--- src/rtl/sma_pkg.sv ---
package sma_pkg;

    // Sizing
    localparam int WINDOW_MAX  = 64;
    localparam int SAMPLE_BITS = 16;
    localparam int CFG_W       = 7;
    localparam int SLOT_W      = $clog2(WINDOW_MAX);
    localparam int LEN_W       = $clog2(WINDOW_MAX + 1);
    localparam int SUM_W       = SAMPLE_BITS + SLOT_W;
    localparam int CNT_W       = $clog2(SUM_W);

    // Sequencer states
    typedef enum logic [2:0] {
        S_IDLE,
        S_UPDATE,
        S_DIV_LOAD,
        S_DIV,
        S_EMIT
    } t_state;

    // Controller to datapath
    typedef struct packed {
        logic capture;
        logic update;
        logic div_load;
        logic div_step;
        logic out_load;
    } t_dp_cmd;

    // Datapath to controller
    typedef struct packed {
        logic produce;
        logic div_done;
        logic out_busy;
    } t_dp_sts;

endpackage

--- src/rtl/sma_in_if.sv ---
interface sma_in_if;
    logic                                  valid;
    logic                                  ready;
    logic signed [sma_pkg::SAMPLE_BITS-1:0] sample;
    logic                                  start_of_set;

    modport source (output valid, output sample, output start_of_set, input ready);
    modport sink   (input valid, input sample, input start_of_set, output ready);
endinterface

--- src/rtl/sma_out_if.sv ---
interface sma_out_if;
    logic                                  valid;
    logic                                  ready;
    logic signed [sma_pkg::SAMPLE_BITS-1:0] average;

    modport source (output valid, output average, input ready);
    modport sink   (input valid, input average, output ready);
endinterface

--- src/rtl/sma_ram.sv ---
module sma_ram #(
    parameter int WIDTH = 16,
    parameter int DEPTH = 64
) (
    input  logic                     i_clk,
    input  logic                     i_we,
    input  logic [$clog2(DEPTH)-1:0] i_waddr,
    input  logic [WIDTH-1:0]         i_wdata,
    input  logic                     i_re,
    input  logic [$clog2(DEPTH)-1:0] i_raddr,
    output logic [WIDTH-1:0]         o_rdata
);

    logic [WIDTH-1:0] r_mem [DEPTH];
    logic [WIDTH-1:0] r_rdata;

    // One write port, one registered read port
    always_ff @(posedge i_clk) begin
        if (i_we) begin
            r_mem[i_waddr] <= i_wdata;
        end
        if (i_re) begin
            r_rdata <= r_mem[i_raddr];
        end
    end

    assign o_rdata = r_rdata;

endmodule

--- src/rtl/sma_ctrl.sv ---
module sma_ctrl (
    input  logic             i_clk,
    input  logic             i_rst_n,
    input  logic             i_in_valid,
    output logic             o_in_ready,
    input  sma_pkg::t_dp_sts i_sts,
    output sma_pkg::t_dp_cmd o_cmd
);
    import sma_pkg::*;

    t_state r_state;
    t_state n_state;

    // State register
    always_ff @(posedge i_clk) begin
        if (!i_rst_n) begin
            r_state <= S_IDLE;
        end else begin
            r_state <= n_state;
        end
    end

    // Next state and commands
    always_comb begin
        n_state    = r_state;
        o_cmd      = '0;
        o_in_ready = 1'b0;
        case (r_state)
            S_IDLE: begin
                o_in_ready = 1'b1;
                if (i_in_valid) begin
                    o_cmd.capture = 1'b1;
                    n_state       = S_UPDATE;
                end
            end
            S_UPDATE: begin
                o_cmd.update = 1'b1;
                n_state      = i_sts.produce ? S_DIV_LOAD : S_IDLE;
            end
            S_DIV_LOAD: begin
                o_cmd.div_load = 1'b1;
                n_state        = S_DIV;
            end
            S_DIV: begin
                o_cmd.div_step = 1'b1;
                if (i_sts.div_done) begin
                    n_state = S_EMIT;
                end
            end
            S_EMIT: begin
                if (!i_sts.out_busy) begin
                    o_cmd.out_load = 1'b1;
                    n_state        = S_IDLE;
                end
            end
            default: begin
                n_state = S_IDLE;
            end
        endcase
    end

endmodule

--- src/rtl/sma_dp.sv ---
module sma_dp (
    input  logic                                  i_clk,
    input  logic                                  i_rst_n,
    input  logic                                  i_cfg_we,
    input  logic [sma_pkg::CFG_W-1:0]             i_cfg_wdata,
    input  sma_pkg::t_dp_cmd                      i_cmd,
    output sma_pkg::t_dp_sts                      o_sts,
    input  logic signed [sma_pkg::SAMPLE_BITS-1:0] i_sample,
    input  logic                                  i_start_of_set,
    output logic signed [sma_pkg::SAMPLE_BITS-1:0] o_average,
    output logic                                  o_out_valid,
    input  logic                                  i_out_ready
);
    import sma_pkg::*;

    logic [CFG_W-1:0]              r_wlen;
    logic [LEN_W-1:0]              r_fill;
    logic signed [SUM_W-1:0]       r_sum;
    logic [SLOT_W-1:0]             r_slot;
    logic signed [SAMPLE_BITS-1:0] r_x;
    logic                          r_start;
    logic                          r_neg;
    logic [LEN_W-1:0]              r_rem;
    logic [SUM_W-1:0]              r_quo;
    logic [CNT_W-1:0]              r_cnt;
    logic signed [SAMPLE_BITS-1:0] r_out;
    logic                          r_out_valid;

    logic [LEN_W-1:0]              len_eff;
    logic [SLOT_W-1:0]             old_addr;
    logic signed [SAMPLE_BITS-1:0] old_x;
    logic [LEN_W-1:0]              fill0;
    logic signed [SUM_W-1:0]       sum0;
    logic [LEN_W-1:0]              n_fill;
    logic signed [SUM_W-1:0]       n_sum;
    logic signed [SUM_W-1:0]       sum1;
    logic                          produce;
    logic [LEN_W:0]                rem_sh;
    logic                          q_bit;
    logic [LEN_W-1:0]              n_rem;
    logic [SAMPLE_BITS-1:0]        q_mag;

    // Window length saturated at the delay line depth
    assign len_eff  = (r_wlen > CFG_W'(WINDOW_MAX)) ? LEN_W'(WINDOW_MAX)
                                                      : LEN_W'(r_wlen);
    // Slot of the sample leaving the window (same slot when the window is full depth)
    assign old_addr = r_slot - len_eff[SLOT_W-1:0];

    // Delay line
    sma_ram #(
        .WIDTH (SAMPLE_BITS),
        .DEPTH (WINDOW_MAX)
    ) u_hist (
        .i_clk   (i_clk),
        .i_we    (i_cmd.update),
        .i_waddr (r_slot),
        .i_wdata (r_x),
        .i_re    (i_cmd.capture),
        .i_raddr (old_addr),
        .o_rdata (old_x)
    );

    // Running sum and fill count update
    always_comb begin
        fill0   = r_start ? '0 : r_fill;
        sum0    = r_start ? '0 : r_sum;
        n_fill  = '0;
        n_sum   = '0;
        sum1    = sum0;
        produce = 1'b0;
        if (len_eff != '0) begin
            if (fill0 >= len_eff) begin
                sum1   = sum0 - SUM_W'(old_x);
                n_fill = len_eff;
            end else begin
                n_fill = fill0 + LEN_W'(1);
            end
            n_sum   = sum1 + SUM_W'(r_x);
            produce = (n_fill >= len_eff);
        end
    end

    // One quotient bit per step, restoring
    assign rem_sh = {r_rem, r_quo[SUM_W-1]};
    assign q_bit  = (rem_sh >= {1'b0, len_eff});
    always_comb begin
        if (q_bit) begin
            n_rem = LEN_W'(rem_sh - {1'b0, len_eff});
        end else begin
            n_rem = rem_sh[LEN_W-1:0];
        end
    end

    assign q_mag = r_quo[SAMPLE_BITS-1:0];

    // Control registers
    always_ff @(posedge i_clk) begin
        if (!i_rst_n) begin
            r_wlen      <= CFG_W'(1);
            r_fill      <= '0;
            r_sum       <= '0;
            r_slot      <= '0;
            r_cnt       <= '0;
            r_out_valid <= 1'b0;
        end else begin
            if (i_cfg_we) begin
                r_wlen <= i_cfg_wdata;
                r_fill <= '0;
                r_sum  <= '0;
            end else if (i_cmd.update) begin
                r_fill <= n_fill;
                r_sum  <= n_sum;
            end
            if (i_cmd.update) begin
                r_slot <= r_slot + SLOT_W'(1);
            end
            if (i_cmd.div_load) begin
                r_cnt <= '0;
            end else if (i_cmd.div_step) begin
                r_cnt <= r_cnt + CNT_W'(1);
            end
            if (i_cmd.out_load) begin
                r_out_valid <= 1'b1;
            end else if (i_out_ready) begin
                r_out_valid <= 1'b0;
            end
        end
    end

    // Payload registers
    always_ff @(posedge i_clk) begin
        if (i_cmd.capture) begin
            r_x     <= i_sample;
            r_start <= i_start_of_set;
        end
        if (i_cmd.div_load) begin
            r_neg <= r_sum[SUM_W-1];
            r_quo <= r_sum[SUM_W-1] ? SUM_W'(-r_sum) : SUM_W'(r_sum);
            r_rem <= '0;
        end else if (i_cmd.div_step) begin
            r_quo <= {r_quo[SUM_W-2:0], q_bit};
            r_rem <= n_rem;
        end
        if (i_cmd.out_load) begin
            r_out <= r_neg ? SAMPLE_BITS'(-q_mag) : SAMPLE_BITS'(q_mag);
        end
    end

    assign o_sts.produce  = produce;
    assign o_sts.div_done = (r_cnt == CNT_W'(SUM_W - 1));
    assign o_sts.out_busy = r_out_valid && !i_out_ready;
    assign o_average      = r_out;
    assign o_out_valid    = r_out_valid;

endmodule

--- src/rtl/sliding_window_average_core.sv ---
// Moving average over a signed Q8.8 stream, iterative divider, one item at a time.
// Sequence: an item that gives no result passes IDLE and UPDATE; one that gives a result
//   goes on through DIV_LOAD, the 22-step restoring divider (one quotient bit per cycle)
//   and EMIT, which waits out any output stall; the output register lets the next item
//   be taken while a result waits.
// Reset (synchronous, active low): window length 1, sum, fill and slot cleared; delay line kept.
module sliding_window_average_core (
    input  logic                        i_clk,
    input  logic                        i_rst_n,
    input  logic                        i_cfg_we,
    input  logic [sma_pkg::CFG_W-1:0]   i_cfg_wdata,
    sma_in_if.sink                      i_in,
    sma_out_if.source                   o_out
);
    import sma_pkg::*;

    t_dp_cmd cmd;
    t_dp_sts sts;
    logic    in_ready;

    sma_ctrl u_ctrl (
        .i_clk      (i_clk),
        .i_rst_n    (i_rst_n),
        .i_in_valid (i_in.valid),
        .o_in_ready (in_ready),
        .i_sts      (sts),
        .o_cmd      (cmd)
    );

    sma_dp u_dp (
        .i_clk          (i_clk),
        .i_rst_n        (i_rst_n),
        .i_cfg_we       (i_cfg_we),
        .i_cfg_wdata    (i_cfg_wdata),
        .i_cmd          (cmd),
        .o_sts          (sts),
        .i_sample       (i_in.sample),
        .i_start_of_set (i_in.start_of_set),
        .o_average      (o_out.average),
        .o_out_valid    (o_out.valid),
        .i_out_ready    (o_out.ready)
    );

    assign i_in.ready = in_ready;

`ifndef SYNTHESIS
    // Input is never ready in the cycle after an item is accepted
    a_one_at_a_time: assert property (@(posedge i_clk) disable iff (!i_rst_n)
        (i_in.valid && i_in.ready) |=> !i_in.ready)
        else $error("input taken on consecutive cycles");

    // A waiting result is never overwritten
    a_no_overwrite: assert property (@(posedge i_clk) disable iff (!i_rst_n)
        cmd.out_load |-> !(o_out.valid && !o_out.ready))
        else $error("result register loaded while occupied");

    // Datapath commands are exclusive
    a_cmd_exclusive: assert property (@(posedge i_clk) disable iff (!i_rst_n)
        $onehot0(cmd))
        else $error("more than one datapath command");
`endif

endmodule
--- src/flat_wrapper.sv ---
// flat-port wrapper written by rule: the top's interface ports become plain ports
module sliding_window_average_core_flat import sma_pkg::*;
  (i_clk, i_rst_n, i_cfg_we, i_cfg_wdata, i_in_valid, i_in_sample, i_in_start_of_set, i_in_ready, o_out_valid, o_out_average, o_out_ready);
  sma_in_if i_in_i ();
  sma_out_if o_out_i ();
  input  logic i_clk;
  input  logic i_rst_n;
  input  logic i_cfg_we;
  input  logic [sma_pkg::CFG_W-1:0] i_cfg_wdata;
  input wire logic [$bits(i_in_i.valid)-1:0] i_in_valid;
  input wire logic [$bits(i_in_i.sample)-1:0] i_in_sample;
  input wire logic [$bits(i_in_i.start_of_set)-1:0] i_in_start_of_set;
  output wire logic [$bits(i_in_i.ready)-1:0] i_in_ready;
  output wire logic [$bits(o_out_i.valid)-1:0] o_out_valid;
  output wire logic [$bits(o_out_i.average)-1:0] o_out_average;
  input wire logic [$bits(o_out_i.ready)-1:0] o_out_ready;
  assign i_in_i.valid = i_in_valid;
  assign i_in_i.sample = i_in_sample;
  assign i_in_i.start_of_set = i_in_start_of_set;
  assign i_in_ready = i_in_i.ready;
  assign o_out_valid = o_out_i.valid;
  assign o_out_average = o_out_i.average;
  assign o_out_i.ready = o_out_ready;
  sliding_window_average_core u_core (.i_clk(i_clk), .i_rst_n(i_rst_n), .i_cfg_we(i_cfg_we), .i_cfg_wdata(i_cfg_wdata), .i_in(i_in_i), .o_out(o_out_i));
endmodule
--- config.mk ---
export PLATFORM = sky130hd
export DESIGN_NAME = sliding_window_average_core_flat
export DESIGN_NICKNAME = d
export VERILOG_FILES = /design/src/rtl/sma_pkg.sv /design/src/rtl/sma_in_if.sv /design/src/rtl/sma_out_if.sv /design/src/rtl/sma_ram.sv /design/src/rtl/sma_ctrl.sv /design/src/rtl/sma_dp.sv /design/src/rtl/sliding_window_average_core.sv /design/src/flat_wrapper.sv
export SDC_FILE = /design/constraint.sdc
export NUM_CORES = 1
export LEC_CHECK = 0
export BUFFER_PORTS_ARGS = -buffer_cell sky130_fd_sc_hd__buf_4
export CORE_UTILIZATION = 29
export DETAILED_ROUTE_END_ITERATION = 16
export HOLD_SLACK_MARGIN = 0.06
export MAX_ROUTING_LAYER = met4
export PLACE_DENSITY_LB_ADDON = 0.2
export SETUP_SLACK_MARGIN = 0.1
export SLEW_MARGIN = 15
export SYNTH_ARGS = -nofsm -noshare
export SYNTH_HDL_FRONTEND = slang
export SYNTH_SLANG_ARGS = --single-unit
--- constraint.sdc ---
create_clock -name i_clk -period 6.14 [get_ports i_clk]
set_input_delay 1.228 -clock i_clk [delete_from_list [all_inputs] [get_ports i_clk]]
set_output_delay 1.228 -clock i_clk [all_outputs]
set_load 0.02 [all_outputs]
Word-level counts from Yosys, hierarchy flattened --
Memories as Yosys holds them, arrays and structs flattened. A register that Yosys moved wholly into a read port is not among the register bits. Cells that the tools add are included.
Storage, ports and cells: memories kept 1, latch bits 0, input bits 29, logic and storage cells 77, ROM bits 0, bits in registers 114, RAM bits 1024
Memories:
- u_core.u_dp.u_hist.r_mem | depth 64, bits a word 16, rd ports 1, clocked after memory_dff 1, wr ports 1, RTL line sma_ram.sv:14 | logic [WIDTH-1:0] r_mem [DEPTH];
Operators by class: reduce and logical (&&, ||, !) cells 9, magnitude comparators 4, bitwise operators 1, $add $sub $neg 9, multiplexer cells 32, equality and inequality tests 8, shifts and indexed selects 0, divide/modulo/power cells 0, multiply operators 0
Operator list (number):
- 22-bit two-way mux | 7
- 7-bit two-way mux | 6
- 22-bit by 16-bit adder with 22-bit output | 1
- 22-bit negation | 1
- 22-bit by 16-bit subtractor with 22-bit output | 1
- 16-bit two-way mux | 1
- 16-bit negation | 1
- 3-bit case mux with 5 select lines | 1
- 7-bit >= comparator | 2
- 1-bit two-way mux | 13
- 3-bit two-way mux | 3
- 8-bit by 7-bit >= comparator with 1-bit output | 1
- 7-bit by 1-bit adder with 7-bit output, second input constant | 1
- 7-bit > comparator, second input constant | 1
- 7-bit nonzero test | 1
- 7-bit subtractor | 1
- 6-bit by 1-bit adder with 6-bit output, second input constant | 1
- 3-bit by 2-bit equality test with 1-bit output, second input constant | 2
- 6-bit subtractor | 1
- 5-bit by 1-bit adder with 5-bit output, second input constant | 1
- 5-bit equality test, second input constant | 1
- 2-bit != test, second input constant | 2
- 2-bit nonzero test | 2
- 2-bit OR reduction | 2
- 9 further kinds | 9

Depth between registers and ports, before layout --
Gate-level depths: netlist (run 1).
depth after elaboration 9, gate-level depth with buffers 24, gate-level depth less buffers 22

Cells and area by module --
A second synthesis (run 1) with hierarchy kept.
Second synthesis, totals: cell total of the unflattened synthesis 2735, area, all modules 48388.9 um2
Modules (own cells, without submodules):
- sma_ram | area each 40202.3 um2, cells each 1829, times used 1
- sma_dp | area each 7961.4 um2, cells each 884, times used 1
- sma_ctrl | area each 225.2 um2, cells each 22, times used 1

Least setup slack after synthesis (run 1) --
No wires, ideal clock.
path kind reg2reg, start reg u_core.u_dp.r_start, end reg u_core.u_dp.r_sum[21], arrival time 5233 ps, buffers on the path 2, clock period less this slack 5350 ps, required time 6023 ps, stages on the path, launching flop included 25, path slack 790 ps, setup time 117 ps, cells stage by stage edfxtp_1 > clkbuf_1 > clkbuf_1 > nand2b_1 > ha_1 > inv_1 > fa_1 > a211o_1 > a21oi_1 > a21oi_1 > o31a_1 > a21o_1 > a21oi_1 > xor2_1 > a21oi_1 > ha_1 > nand2_1 > o21ai_1 > or4_4 > a211oi_2 > nand3_1 > a41o_1 > a21oi_1 > xnor3_1 > a32o_1
On the way: word-level cells in the longest chain between the ends 6, elaborated cells between the ends (all ways) 8
RTL lines:
- from (decl) | RTL line sma_dp.sv:21 | logic r_start;
- from (signal assigned) | RTL line sma_dp.sv:134 | r_start <= i_start_of_set;
- 22-bit two-way mux or 7-bit two-way mux (tied branches) | RTL line sma_dp.sv:66, sma_dp.sv:65
- 22-bit by 16-bit subtractor with 22-bit output or 7-bit >= comparator (tied branches) | RTL line sma_dp.sv:73, sma_dp.sv:72
- 22-bit two-way mux * | RTL line sma_dp.sv:72 | if (fill0 >= len_eff) begin
- 22-bit two-way mux * | RTL line sma_dp.sv:71 | if (len_eff != '0) begin
- 22-bit by 16-bit adder with 22-bit output * | RTL line sma_dp.sv:78 | n_sum = sum1 + SUM_W'(r_x);
- 22-bit two-way mux * | RTL line sma_dp.sv:71
- to (signal assigned) | RTL line sma_dp.sv:112 | r_sum <= n_sum;
- to (decl) | RTL line sma_dp.sv:18 | logic signed [SUM_W-1:0] r_sum;
Every way passes the cells marked *; elsewhere a longest branch is shown, timed or not. The select of a mux whose other input is x is not followed. A chain may end at the register's enable or synchronous reset.

Worst setup path after layout (run 1) --
Ends and elaborated chain as after synthesis.

==> results of run 1 <==
==> cell usage in the layout, fill, tap and decap left out, types with 15 or more instances in the layout <==
cell type	instances
sky130_fd_sc_hd__a211oi_1	18
sky130_fd_sc_hd__a21o_1	26
sky130_fd_sc_hd__a21oi_1	70
sky130_fd_sc_hd__a22oi_1	24
sky130_fd_sc_hd__buf_4	178
sky130_fd_sc_hd__clkbuf_1	30
sky130_fd_sc_hd__clkbuf_16	133
sky130_fd_sc_hd__clkinv_1	27
sky130_fd_sc_hd__clkinv_2	17
sky130_fd_sc_hd__dfxtp_1	58
sky130_fd_sc_hd__edfxtp_1	1096
sky130_fd_sc_hd__ha_1	72
sky130_fd_sc_hd__inv_1	44
sky130_fd_sc_hd__mux2i_1	27
sky130_fd_sc_hd__mux4_2	320
sky130_fd_sc_hd__nand2_1	100
sky130_fd_sc_hd__nand2b_1	20
sky130_fd_sc_hd__nand3_1	16
sky130_fd_sc_hd__nor2_1	127
sky130_fd_sc_hd__nor2b_1	59
sky130_fd_sc_hd__o21ai_0	61
sky130_fd_sc_hd__o21ai_1	15
sky130_fd_sc_hd__or3_1	15
sky130_fd_sc_hd__xnor2_1	52
sky130_fd_sc_hd__xor2_1	37
==> metrics by stage <==
stage / utilization [%] / worst slack [ns] / area (um^2) / hold slack [ns]
2_1_floorplan: - / 0.790 / 47800 / 0.406
3_3_place_gp: 31.7 / 0.820 / 51800 / 0.461
3_5_place_dp: 31.7 / 0.717 / 51800 / 0.464
4_1_cts: 34.2 / 0.685 / 55900 / 0.483
5_1_grt: 34.2 / 0.344 / 55900 / 0.511
6_report: 34.2 / 0.673 / 55900 / 0.480
==> metal layers <==
metal  track usage [%]  part of all wire [%]  vias to the layer above
met3              2.49                   5.0                      173
met5                 -                     0                        -
li1                  -                     -                    10600
met1              19.9                    44                    12900
met2              24.0                    48                      670
met4              4.30                   2.3                        0
==> flip-flops by register name, summed over array words and instances (netlist names) <==
name	cells
u_core.u_dp.u_hist.r_mem	1024
u_core.u_dp.r_quo	22
u_core.u_dp.r_sum	22
u_core.u_dp.o_average	16
u_core.u_dp.r_x	16
u_core.u_dp.u_hist.o_rdata	16
u_core.u_dp.r_fill	7
u_core.u_dp.r_rem	7
u_core.u_dp.r_wlen	7
u_core.u_dp.r_slot	6
u_core.u_dp.r_cnt	5
u_core.u_ctrl.r_state	3
u_core.u_dp.o_out_valid	1
u_core.u_dp.r_neg	1
u_core.u_dp.r_start	1
==> final timing paths <==
| kind | from | endpoint | cells after the start |
|---|---|---|---|
| hold / removal | u_core.u_dp.r_rem[4]$_SDFFE_PP0N_ | u_core.u_dp.r_rem[4]$_SDFFE_PP0N_ | 2 |
| hold reg to reg | u_core.u_dp.r_rem[4]$_SDFFE_PP0N_ | u_core.u_dp.r_rem[4]$_SDFFE_PP0N_ | 2 |
| setup reg to reg | u_core.u_dp.r_start$_DFFE_PP_ | u_core.u_dp.r_sum[21]$_SDFFE_PP0P_ | 21 |
| setup / recovery | u_core.u_dp.r_start$_DFFE_PP_ | u_core.u_dp.r_sum[21]$_SDFFE_PP0P_ | 21 |
==> layout make-up <==
type,count,area [um^2],area share [%]
multi-input cells,1205,13200,23.7
inverters,45,169,0.302
well taps,2175,2720,4.87
repair buffers,191,1600,2.86
diodes,3,7.51,0.0134
flip-flops and latches,1154,34100,60.9
clock buffers,163,3440,6.15
clock inverters,68,676,1.21
==> logic make-up (layout without fill, tap and decap cells) <==
logic type      after synthesis  after routing  synth area share [%]
mux                         352            352                  15.8
xor+xnor                     94             94                  1.77
other cells                   0              3                     0
compound gates              274            274                  3.70
buf+inv                     163            467                  1.38
flops                      1154           1154                  71.2
fa+ha+maj                    81             81                  2.16
simple gates                404            404                  4.01
==> power groups by stage <==
stage          Clock, mW  Sequential [mW]  Combinational (mW)
6_report            7.49             8.93                4.04
5_1_grt             7.97             8.94                4.34
4_1_cts             7.70             8.93                4.11
3_5_place_dp           0             9.09                4.10
3_3_place_gp           0             9.08                4.06
2_1_floorplan          0             9.14                2.57
==> worst min-delay path: cells and delay by family (launching register included) <==
family,cells,cell delay (ns)
compound gates,1,0.06
simple gates,1,0.05
flops,1,0.32
==> parameters.txt, run 1 <==
Parameter                              Value

Placed design
  Last weighted congestion value of the routability-driven placer ... roughly 0.80
  Number of placed instances with taps included ... between 4000 and 5000
  Count of port buffers added during placement ... 46
  Half-perimeter wire length after placement ... between 70000 and 80000 um

Outcome
  Result of the run ... finished clean

Setup path
  Cell type with the highest occurrence count on the critical path ... sky130_fd_sc_hd__a21oi_1
  Buffers & Inverters on Critical Path ... 1
  Critical path class ... reg2reg
  Crit path arrival time ... just over 6 ns
  Worst Setup End Kind ... flop
  Cell with the biggest individual delay on the critical path ... sky130_fd_sc_hd__edfxtp_1
  Flop-to-flop setup slack ... roughly 0.67 ns
  Peak per-stage delay on the critical path ... about 0.45 ns
  Kind of launch point of the worst setup path ... flop
  Worst endpoint required time ... 6.78 ns
  Highest net fanout along the worst path ... 28
  Worst path cell trace ... buf_4 -> nor2_1 -> ha_1 -> nor2b_1 -> o31ai_2 -> a21oi_1 -> a31oi_1 -> o21bai_1 -> a21oi_1 -> xnor2_1 -> mux2_2 -> ha_1 -> nand2_1 -> o21ai_1 -> or4_4 -> a211oi_2 -> nand3_1 -> a41o_1 -> a21oi_1 -> xnor3_1 -> a32o_1
  Cell family contributing the most delay on the critical path ... compound AO/OA/AOI/OAI gates

Timing
  Final Cycle Share ... between 80% and 90%
  Final number of setup-violating endpoints ... 0
  Final min period ... 5.47 ns
  Worst-margin pin slew ... ~1.1 ns
  Fmax ... approximately 180 MHz
  Setup Total Neg Slack ... 0 ns
  Setup Skew ... ~0.031 ns
  Final hold viol count ... 0
  Unrepaired setup endpoints after global routing ... false
  Worst relative slew slack ... a little under a quarter
  Final Max Slew Viols ... 0

Finish
  Net count of the finished layout ... between 2000 and 3000
  Area Overhead vs Synth ... 16.9%
  Non-filler cells in the finished layout ... between 5000 and 6000
  Filler Cell Count ... ~15000
  Fraction of layout instances using a drive strength above 1 ... 25.8%

Die
  Overall die area ... 167000 um^2
  Boundary Pins ... 47
  Number of core rows ... between 100 and 150
  Core ar. ... between 150000 and 200000 um^2
  X dimension of the die ... 408 um
  Die height ... roughly 410 um
  Starting utilization of the core area ... between 20% and 30%

Global route
  Number of antenna violations at the first check in global routing ... 7
  Gr ovfl total ... 0
  First-pass GRT wire length ... around 180000 um
  Total GRT Usage ... about 15%
  Via count of the first global-routing pass ... between 20000 and 30000
  Pin count of the biggest net entering global routing ... between 70 and 80

Job
  Max-cap violations ... 0

Power
  Highest ir drop seen on vdd ... roughly 0.23 mV
  Flop pwr share ... between 40 and 50%
  Clock network power share ... approximately 37%
  Internal power ... between 10 and 15 mW
  Combinational share of power ... 19.8%
  Sw frac ... 27.0%
  Reported leakage power ... about 18 nW
  Sw power ... 5.53 mW
  Power Density ... around 370 nW/um^2
  Post-layout total power ... around 20 mW

Yosys
  Register bit count reported by yosys ... 1154
  Sequential area share after synthesis ... 71.2%
  Distinct cells, synth ... 70
  Gate count of the mapped netlist ... ~2500
  Cell types with the highest counts after synthesis ... 1096 x sky130_fd_sc_hd__edfxtp_1, 320 x sky130_fd_sc_hd__mux4_2, 138 x sky130_fd_sc_hd__nor2_1, 100 x sky130_fd_sc_hd__nand2_1, 76 x sky130_fd_sc_hd__clkbuf_1
  Synthesized area per cell ... 19.0 um^2
  Warning count from the yosys run ... 0
  Flip-flop cell with the highest count after synthesis ... sky130_fd_sc_hd__edfxtp_1
  Number of flops mapped to enable cells by yosys ... between 1000 and 1500
  Most repeated cell in the gate-level netlist after synthesis ... sky130_fd_sc_hd__edfxtp_1
  FFs w/ async S/R, synth ... 0%
  Post-Synthesis Cell Area ... between 40000 and 50000 um^2
  Total nets after synthesis ... 2628
  Area fraction of the dominant cell type after synthesis ... 68.8%
  Top cell type by total area after synthesis ... sky130_fd_sc_hd__edfxtp_1
  Ranking of synthesized cells by area ... sky130_fd_sc_hd__edfxtp_1 69%, sky130_fd_sc_hd__mux4_2 15%, sky130_fd_sc_hd__dfxtp_1 2.4%

Drt
  Number of remaining DRC errors ... 0
  DR vias ... 24400
  Number of iterations in the first detailed-routing pass ... 5
  Routed wire length ... 122000 um
  DRT iter0 DRCs ... about 2100
  WL per Instance ... approximately 24 um
  Detail Route Antenna Nets ... 0
  Vias per inst ... about 4.9

Clock network
  Post CTS Setup Buffer Count ... 0
  Post-CTS Resized ... 0
  CTS tree ... yes
  Clock tree root buffer cell ... sky130_fd_sc_hd__clkbuf_16
  Cts bufs inserted ... ~130
  Longest Clk Path Bufs ... 3
  Clock latency on the worst-skew pair ... between 0.7 and 0.8 ns
  Number of H-tree levels ... 4
  Clock transition at the registers of the reported paths ... roughly 0.060 ns
  CTS Hold Bufs ... 0
  Clk sinks ... 1154

Min path
  Worst hold path type ... reg2reg
No activity file was read; power rests on OpenSTA's default activity.
==> run 2: changes to the inputs <==
PLACE_DENSITY_LB_ADDON = not set   (was 0.2)
SETUP_SLACK_MARGIN = 0.02   (was 0.1)
clock period = 4.9 ns   (was 6.14 ns; I/O delays follow)
==> run 2 against run 1 <==
Against the previous run: non-clock buffer count rose by 32; largest power group unchanged; final cell count is 0.34% higher; critical path type unchanged; combinational power rose by 23%; register-to-register slack lost 0.60 ns; wire length is 8.7% lower; critical endpoint unchanged; critical path depth unchanged.
==> parameters.txt, run 2 (same netlist as run 1, synthesis figures left out) <==
Parameter                              Value

Outcome
  Result of the run ... finished clean

Finish
  Fraction of layout instances using a drive strength above 1 ... around 29%
  Registers with the most flip-flops ... u_core.u_dp.u_hist.r_mem x1024, u_core.u_dp.r_quo x22, u_core.u_dp.r_sum x22
  Flip-flop count of the largest register, all copies and words added ... roughly 1000
  Register with the most flip-flops ... u_core.u_dp.u_hist.r_mem
  Net count of the finished layout ... between 2000 and 3000
  Final cell area excluding filler cells ... 56200 um^2
  Most frequent cells in the layout ... 1096 x sky130_fd_sc_hd__edfxtp_1, 320 x sky130_fd_sc_hd__mux4_2, 207 x sky130_fd_sc_hd__buf_4
  Leading cell type in the layout, fill and taps excluded ... sky130_fd_sc_hd__edfxtp_1
  Area Overhead vs Synth ... 17.5%

Placed design
  Area after detailed placement ... between 50000 and 60000 um^2
  Count of port buffers added during placement ... between 40 and 50
  Half-perimeter wire length after placement ... 65300 um
  Last weighted congestion value of the routability-driven placer ... between 0.8 and 0.9

Timing
  Worst relative slew slack ... about a quarter
  Final number of setup-violating endpoints ... 0
  Final hold viol count ... 0
  Worst-margin pin slew ... 1.14 ns
  Setup Skew ... about 0.053 ns
  Final Cycle Share ... 98.6%
  Final min period ... about 4.8 ns
  Setup Total Neg Slack ... 0 ns
  Fmax ... 207 MHz
  Unrepaired setup endpoints after global routing ... true
  Fin Hold WS ... roughly 0.44 ns
  Final Max Slew Viols ... 0

Die
  Boundary Pins ... between 40 and 50
  Overall die area ... about 170000 um^2
  Core ar. ... 163000 um^2
  Number of core rows ... 148
  X dimension of the die ... just over 400 um
  Starting utilization of the core area ... 29.3%
  Die height ... between 400 and 500 um

Clock network
  Number of H-tree levels ... 3
  Clk sinks ... 1154
  Clock tree root buffer cell ... sky130_fd_sc_hd__clkbuf_16
  Cts bufs inserted ... between 100 and 150
  CTS Hold Bufs ... 0
  Clock transition at the registers of the reported paths ... about 0.06 ns
  Clock latency on the worst-skew pair ... about 0.72 ns
  Longest Clk Path Bufs ... 3
  CTS tree ... yes

Setup path
  Critical path class ... reg2reg
  Highest net fanout along the worst path ... 19
  Crit path arrival time ... ~5.4 ns
  Worst endpoint required time ... between 5 and 6 ns
  Worst Setup End Kind ... flop
  Kind of launch point of the worst setup path ... flop

Drt
  WL per Instance ... between 20 and 25 um
  DRT iter0 DRCs ... between 2000 and 2500
  Routed wire length ... around 110000 um
  DR vias ... around 24000
  Detail Route Antenna Nets ... 0
  Number of remaining DRC errors ... 0
  Number of iterations in the first detailed-routing pass ... 7
  Vias per inst ... just under 5

Global route
  Number of antenna violations at the first check in global routing ... 1
  Gr ovfl total ... 0
  Total GRT Usage ... 13.6%
  Pin count of the biggest net entering global routing ... 70
  Via count of the first global-routing pass ... approximately 24000
  First-pass GRT wire length ... between 150000 and 200000 um

Min path
  Worst hold path type ... in2reg

Power
  Reported leakage power ... 18.1 nW
  Highest ir drop seen on vdd ... just over 0.3 mV
  Power Density ... approximately 450 nW/um^2
  Post-layout total power ... between 20 and 30 mW

Job
  Max-cap violations ... 0
==> run 2: cell count changes in the layout (fill, tap and decap cells not counted), sizes merged <==
cell	change
clkbuf	-28
clkinvlp	+5
clkinv	-4
diode	-2
bufinv	+11
a221o	+1
inv	+2
buf	+32
==> run 2: final timing paths <==
check / from / end / slack, ns / cells past startpoint
max: u_core.u_dp.r_start$_DFFE_PP_ / u_core.u_dp.r_sum[21]$_SDFFE_PP0P_ / 0.07 / 21
min: i_in_sample[0] / u_core.u_dp.r_x[0]$_DFFE_PP_ / 0.44 / 1
max reg2reg: u_core.u_dp.r_start$_DFFE_PP_ / u_core.u_dp.r_sum[21]$_SDFFE_PP0P_ / 0.07 / 21
min reg2reg: u_core.u_dp.r_rem[4]$_SDFFE_PP0N_ / u_core.u_dp.r_rem[4]$_SDFFE_PP0N_ / 0.48 / 2
==> run 2: worst max-delay path, cell delays in order, from the launching register on <==
cell and delay [ns]:
sky130_fd_sc_hd__edfxtp_1 0.46, sky130_fd_sc_hd__buf_4 0.25, sky130_fd_sc_hd__nor2b_2 0.18, sky130_fd_sc_hd__ha_1 0.27, sky130_fd_sc_hd__o211a_1 0.24, sky130_fd_sc_hd__a211oi_2 0.25, sky130_fd_sc_hd__a21oi_2 0.09, sky130_fd_sc_hd__a31oi_2 0.24
sky130_fd_sc_hd__o21bai_1 0.08, sky130_fd_sc_hd__a21oi_1 0.17, sky130_fd_sc_hd__xnor2_1 0.08, sky130_fd_sc_hd__mux2_2 0.27, sky130_fd_sc_hd__ha_1 0.30, sky130_fd_sc_hd__nand2_2 0.09, sky130_fd_sc_hd__o21ai_2 0.07, sky130_fd_sc_hd__or4_4 0.43
sky130_fd_sc_hd__a211oi_2 0.22, sky130_fd_sc_hd__nand3_2 0.10, sky130_fd_sc_hd__a41o_1 0.27, sky130_fd_sc_hd__a21oi_2 0.13, sky130_fd_sc_hd__xnor3_1 0.24, sky130_fd_sc_hd__a32o_1 0.23
==> run 2: power by group <==
group	total (mW)	internal (mW)	switching (mW)	leakage [nW]
Sequential	11.2	11.1	0.109	10.3
Clock	9.19	5.34	3.84	1.92
Combinational	4.97	2.29	2.68	5.82
==> run 2: what timing repair did <==
item | 4_1_cts | 5_1_grt
gates resized for setup | 15 | 15
pin swaps | 16 | 11
buffers inserted | 10 | 5
endpoints found under the setup margin | 1 | 10
gates cloned | 0 | 1
==> run 2: area by class of cell <==
type | count | area [um^2]
fill | 15200 | 107000
sequential | 1154 | 34100
multi-input combinational | 1206 | 13400
clock buffer | 135 | 2980
tap | 2175 | 2720
timing repair buffer | 223 | 1870
clock inverter | 82 | 993
inverter | 45 | 169
antenna | 1 | 2.50
==> run 2: metrics by stage <==
step	worst slack, ns	util, %	cells
6_report	0.0705	34.4	5021
5_1_grt	-0.162	34.4	5021
4_1_cts	0.0270	34.3	5014
3_5_place_dp	-0.0424	31.8	4787
3_3_place_gp	0.0202	31.8	4787
2_1_floorplan	0.0121	-	2522
==> run 2: layer usage <==
layer | vias to the layer above | part of all wire (%) | global-route usage, %
li1 | 10700 | - | -
met1 | 12800 | 44 | 18.4
met2 | 648 | 48 | 21.4
met3 | 156 | 5.0 | 1.80
met4 | 0 | 2.3 | 3.84
met5 | - | 0 | -
==> run 3: changes to the inputs <==
clock period = 4.25 ns   (was 4.9 ns; I/O delays follow)
==> run 3 against run 2 <==
Against the previous run: the flow now finishes with violations (negative setup slack); final cell count is 2.5% higher; sequential cell count stayed put; non-clock buffer count is 125 higher; worst hold slack worse by 0.12 ns; register-to-register slack worse by 0.49 ns; sequential share of layout area is 0.98 points lower; critical path type unchanged; highest routed layer unchanged.
==> parameters.txt, run 3 (same netlist as run 1, synthesis figures left out) <==
Parameter                              Value

Outcome
  Result of the run ... finished with violations
  Failing checks ... negative setup slack

Setup path
  Cell with the biggest individual delay on the critical path ... sky130_fd_sc_hd__or4_4
  Crit path arrival time ... 5.27 ns
  Cell type with the highest occurrence count on the critical path ... sky130_fd_sc_hd__a21oi_2
  Worst endpoint required time ... between 4 and 5 ns
  Kind of launch point of the worst setup path ... flop
  Critical path class ... reg2reg
  Buffers & Inverters on Critical Path ... 1
  Worst Setup End Kind ... flop
  Cell family contributing the most delay on the critical path ... compound AO/OA/AOI/OAI gates
  Highest net fanout along the worst path ... 4
  Peak per-stage delay on the critical path ... 0.43 ns
  Worst path cell trace ... nand2b_4 -> ha_4 -> inv_2 -> fa_2 -> a211o_1 -> a21oi_2 -> a21oi_2 -> o31a_1 -> a21o_1 -> a21oi_2 -> xor2_1 -> a21oi_1 -> ha_1 -> nand2_2 -> o21ai_2 -> or4_4 -> a211oi_2 -> nand3_2 -> a41o_1 -> a21oi_2 -> xnor3_1 -> a32o_1

Timing
  Worst relative slew slack ... between 20% and 30%
  Final Max Slew Viols ... 0
  Final Cycle Share ... 110%
  Fmax ... roughly 210 MHz
  Unrepaired setup endpoints after global routing ... true
  Setup Total Neg Slack ... -1.87 ns
  Final hold viol count ... 0
  Final min period ... 4.67 ns
  Final number of setup-violating endpoints ... 14
  Final setup margin ... -0.424 ns
  Worst-margin pin slew ... 1.12 ns
  Setup Skew ... between 0.02 and 0.025 ns
  Fin Hold WS ... roughly 0.32 ns

Global route
  First-pass GRT wire length ... 165000 um
  Total GRT Usage ... approximately 13%
  Number of antenna violations at the first check in global routing ... 2
  Gr ovfl total ... 0
  Pin count of the biggest net entering global routing ... 65
  Via count of the first global-routing pass ... 24900

Finish
  Flip-flop count of the largest register, all copies and words added ... ~1000
  Leading cell type in the layout, fill and taps excluded ... sky130_fd_sc_hd__edfxtp_1
  Filler Cell Count ... 15200
  Register with the most flip-flops ... u_core.u_dp.u_hist.r_mem
  Area Overhead vs Synth ... 19.5%
  Fraction of layout instances using a drive strength above 1 ... 31.9%
  Registers with the most flip-flops ... u_core.u_dp.u_hist.r_mem x1024, u_core.u_dp.r_quo x22, u_core.u_dp.r_sum x22
  Most frequent cells in the layout ... 1096 x sky130_fd_sc_hd__edfxtp_1, 325 x sky130_fd_sc_hd__buf_4, 320 x sky130_fd_sc_hd__mux4_2
  Net count of the finished layout ... a little under 3000

Clock network
  CTS Hold Bufs ... 0
  Number of H-tree levels ... 3
  Cts bufs inserted ... 115
  Longest Clk Path Bufs ... 3
  Clock transition at the registers of the reported paths ... 0.06 ns
  Clock latency on the worst-skew pair ... just over 0.7 ns
  CTS tree ... yes
  Clk sinks ... ~1200
  Clock tree root buffer cell ... sky130_fd_sc_hd__clkbuf_16

Drt
  Top layer reached by signal wires ... met4
  WL per Instance ... approximately 21 um
  Vias per inst ... about 4.7
  Sum of met3 wire segment lengths after detailed routing ... approximately 5700 um
  Routed length on met2 ... a little over 50000 um
  DR vias ... ~24000
  Detail Route Antenna Nets ... 0
  Number of iterations in the first detailed-routing pass ... 5
  DRT iter0 DRCs ... 2148
  WL met1 ... 49900 um
  Routed wire length ... roughly 110000 um
  Number of remaining DRC errors ... 0

Die
  Overall die area ... between 150000 and 200000 um^2
  Die height ... roughly 410 um
  Starting utilization of the core area ... roughly 29%
  Core ar. ... approximately 160000 um^2
  Number of core rows ... approximately 150
  X dimension of the die ... between 400 and 500 um
  Boundary Pins ... 47

Power
  Reported leakage power ... 18.6 nW
  Power Density ... approximately 510 nW/um^2
  Post-layout total power ... approximately 29 mW
  Highest ir drop seen on vdd ... between 0.3 and 0.4 mV
  Sw power ... 7.63 mW
  Sw frac ... 26.2%
  Combinational share of power ... a little over a fifth
  Internal power ... 21.5 mW
  Clock network power share ... about 35%
  Flop pwr share ... between 40% and 50%

Placed design
  Half-perimeter wire length after placement ... around 68000 um
  Last weighted congestion value of the routability-driven placer ... between 0.8 and 0.9
  Count of port buffers added during placement ... 46

Job
  Max-cap violations ... 0

Min path
  Worst hold path type ... in2reg
run 3: power groups by stage:
stage / registers, mW / logic [mW] / clock network [mW]
floorplan: 13.2 / 3.75 / 0
global placement: 13.1 / 5.96 / 0
detailed placement: 13.1 / 6.00 / 0
CTS: 12.9 / 6.13 / 10.3
global route: 12.9 / 6.61 / 10.7
finish: 12.9 / 6.14 / 10.1
run 3: area by class of cell:
type	count	area, um^2	share of cell area (%)
Inverter	45	169	0.296
Clock buffer	138	2960	5.19
Antenna cell	2	5.00	0.00876
Tap cell	2175	2720	4.76
Timing Repair Buffer	348	2850	4.99
Sequential cell	1154	34100	59.6
Multi-Input combinational cell	1205	13600	23.8
Clock inverter	78	779	1.36
run 3: worst paths after layout:
check | start | endpoint | slack [ns] | cells after the start
worst max-delay path | u_core.u_dp.r_start$_DFFE_PP_ | u_core.u_dp.r_sum[21]$_SDFFE_PP0P_ | -0.42 | 22
worst min-delay path | i_in_sample[8] | u_core.u_dp.r_x[8]$_DFFE_PP_ | 0.32 | 1
worst max register to register | u_core.u_dp.r_start$_DFFE_PP_ | u_core.u_dp.r_sum[21]$_SDFFE_PP0P_ | -0.42 | 22
worst min register to register | u_core.u_dp.r_rem[6]$_SDFFE_PP0N_ | u_core.u_dp.r_rem[6]$_SDFFE_PP0N_ | 0.47 | 1
run 3: stage by stage:
step / utilization, % / cell area, um^2 / std cells / worst slack, ns
after floorplan: - / 47900 / 2522 / -0.565
after global placement: 32.4 / 52900 / 4900 / -0.516
after detailed placement: 32.4 / 52900 / 4900 / -0.591
after CTS: 34.9 / 57000 / 5134 / -0.440
after global routing: 35.0 / 57100 / 5144 / -0.687
final: 35.0 / 57100 / 5145 / -0.424
run 3: metal layers:
layer  global-route usage, %  vias to the layer above
met3                    2.28                      136
met4                    4.15                        0
met1                    18.2                    12700
met5                       -                        -
li1                        -                    10900
met2                    20.7                      604
run 3: what timing repair did:
action | in CTS | in global routing
gates resized for setup | 40 | 21
setup buffers | 17 | 9
pin swaps | 26 | 17
endpoints found under the setup margin | 16 | 17
cloned | 1 | 0
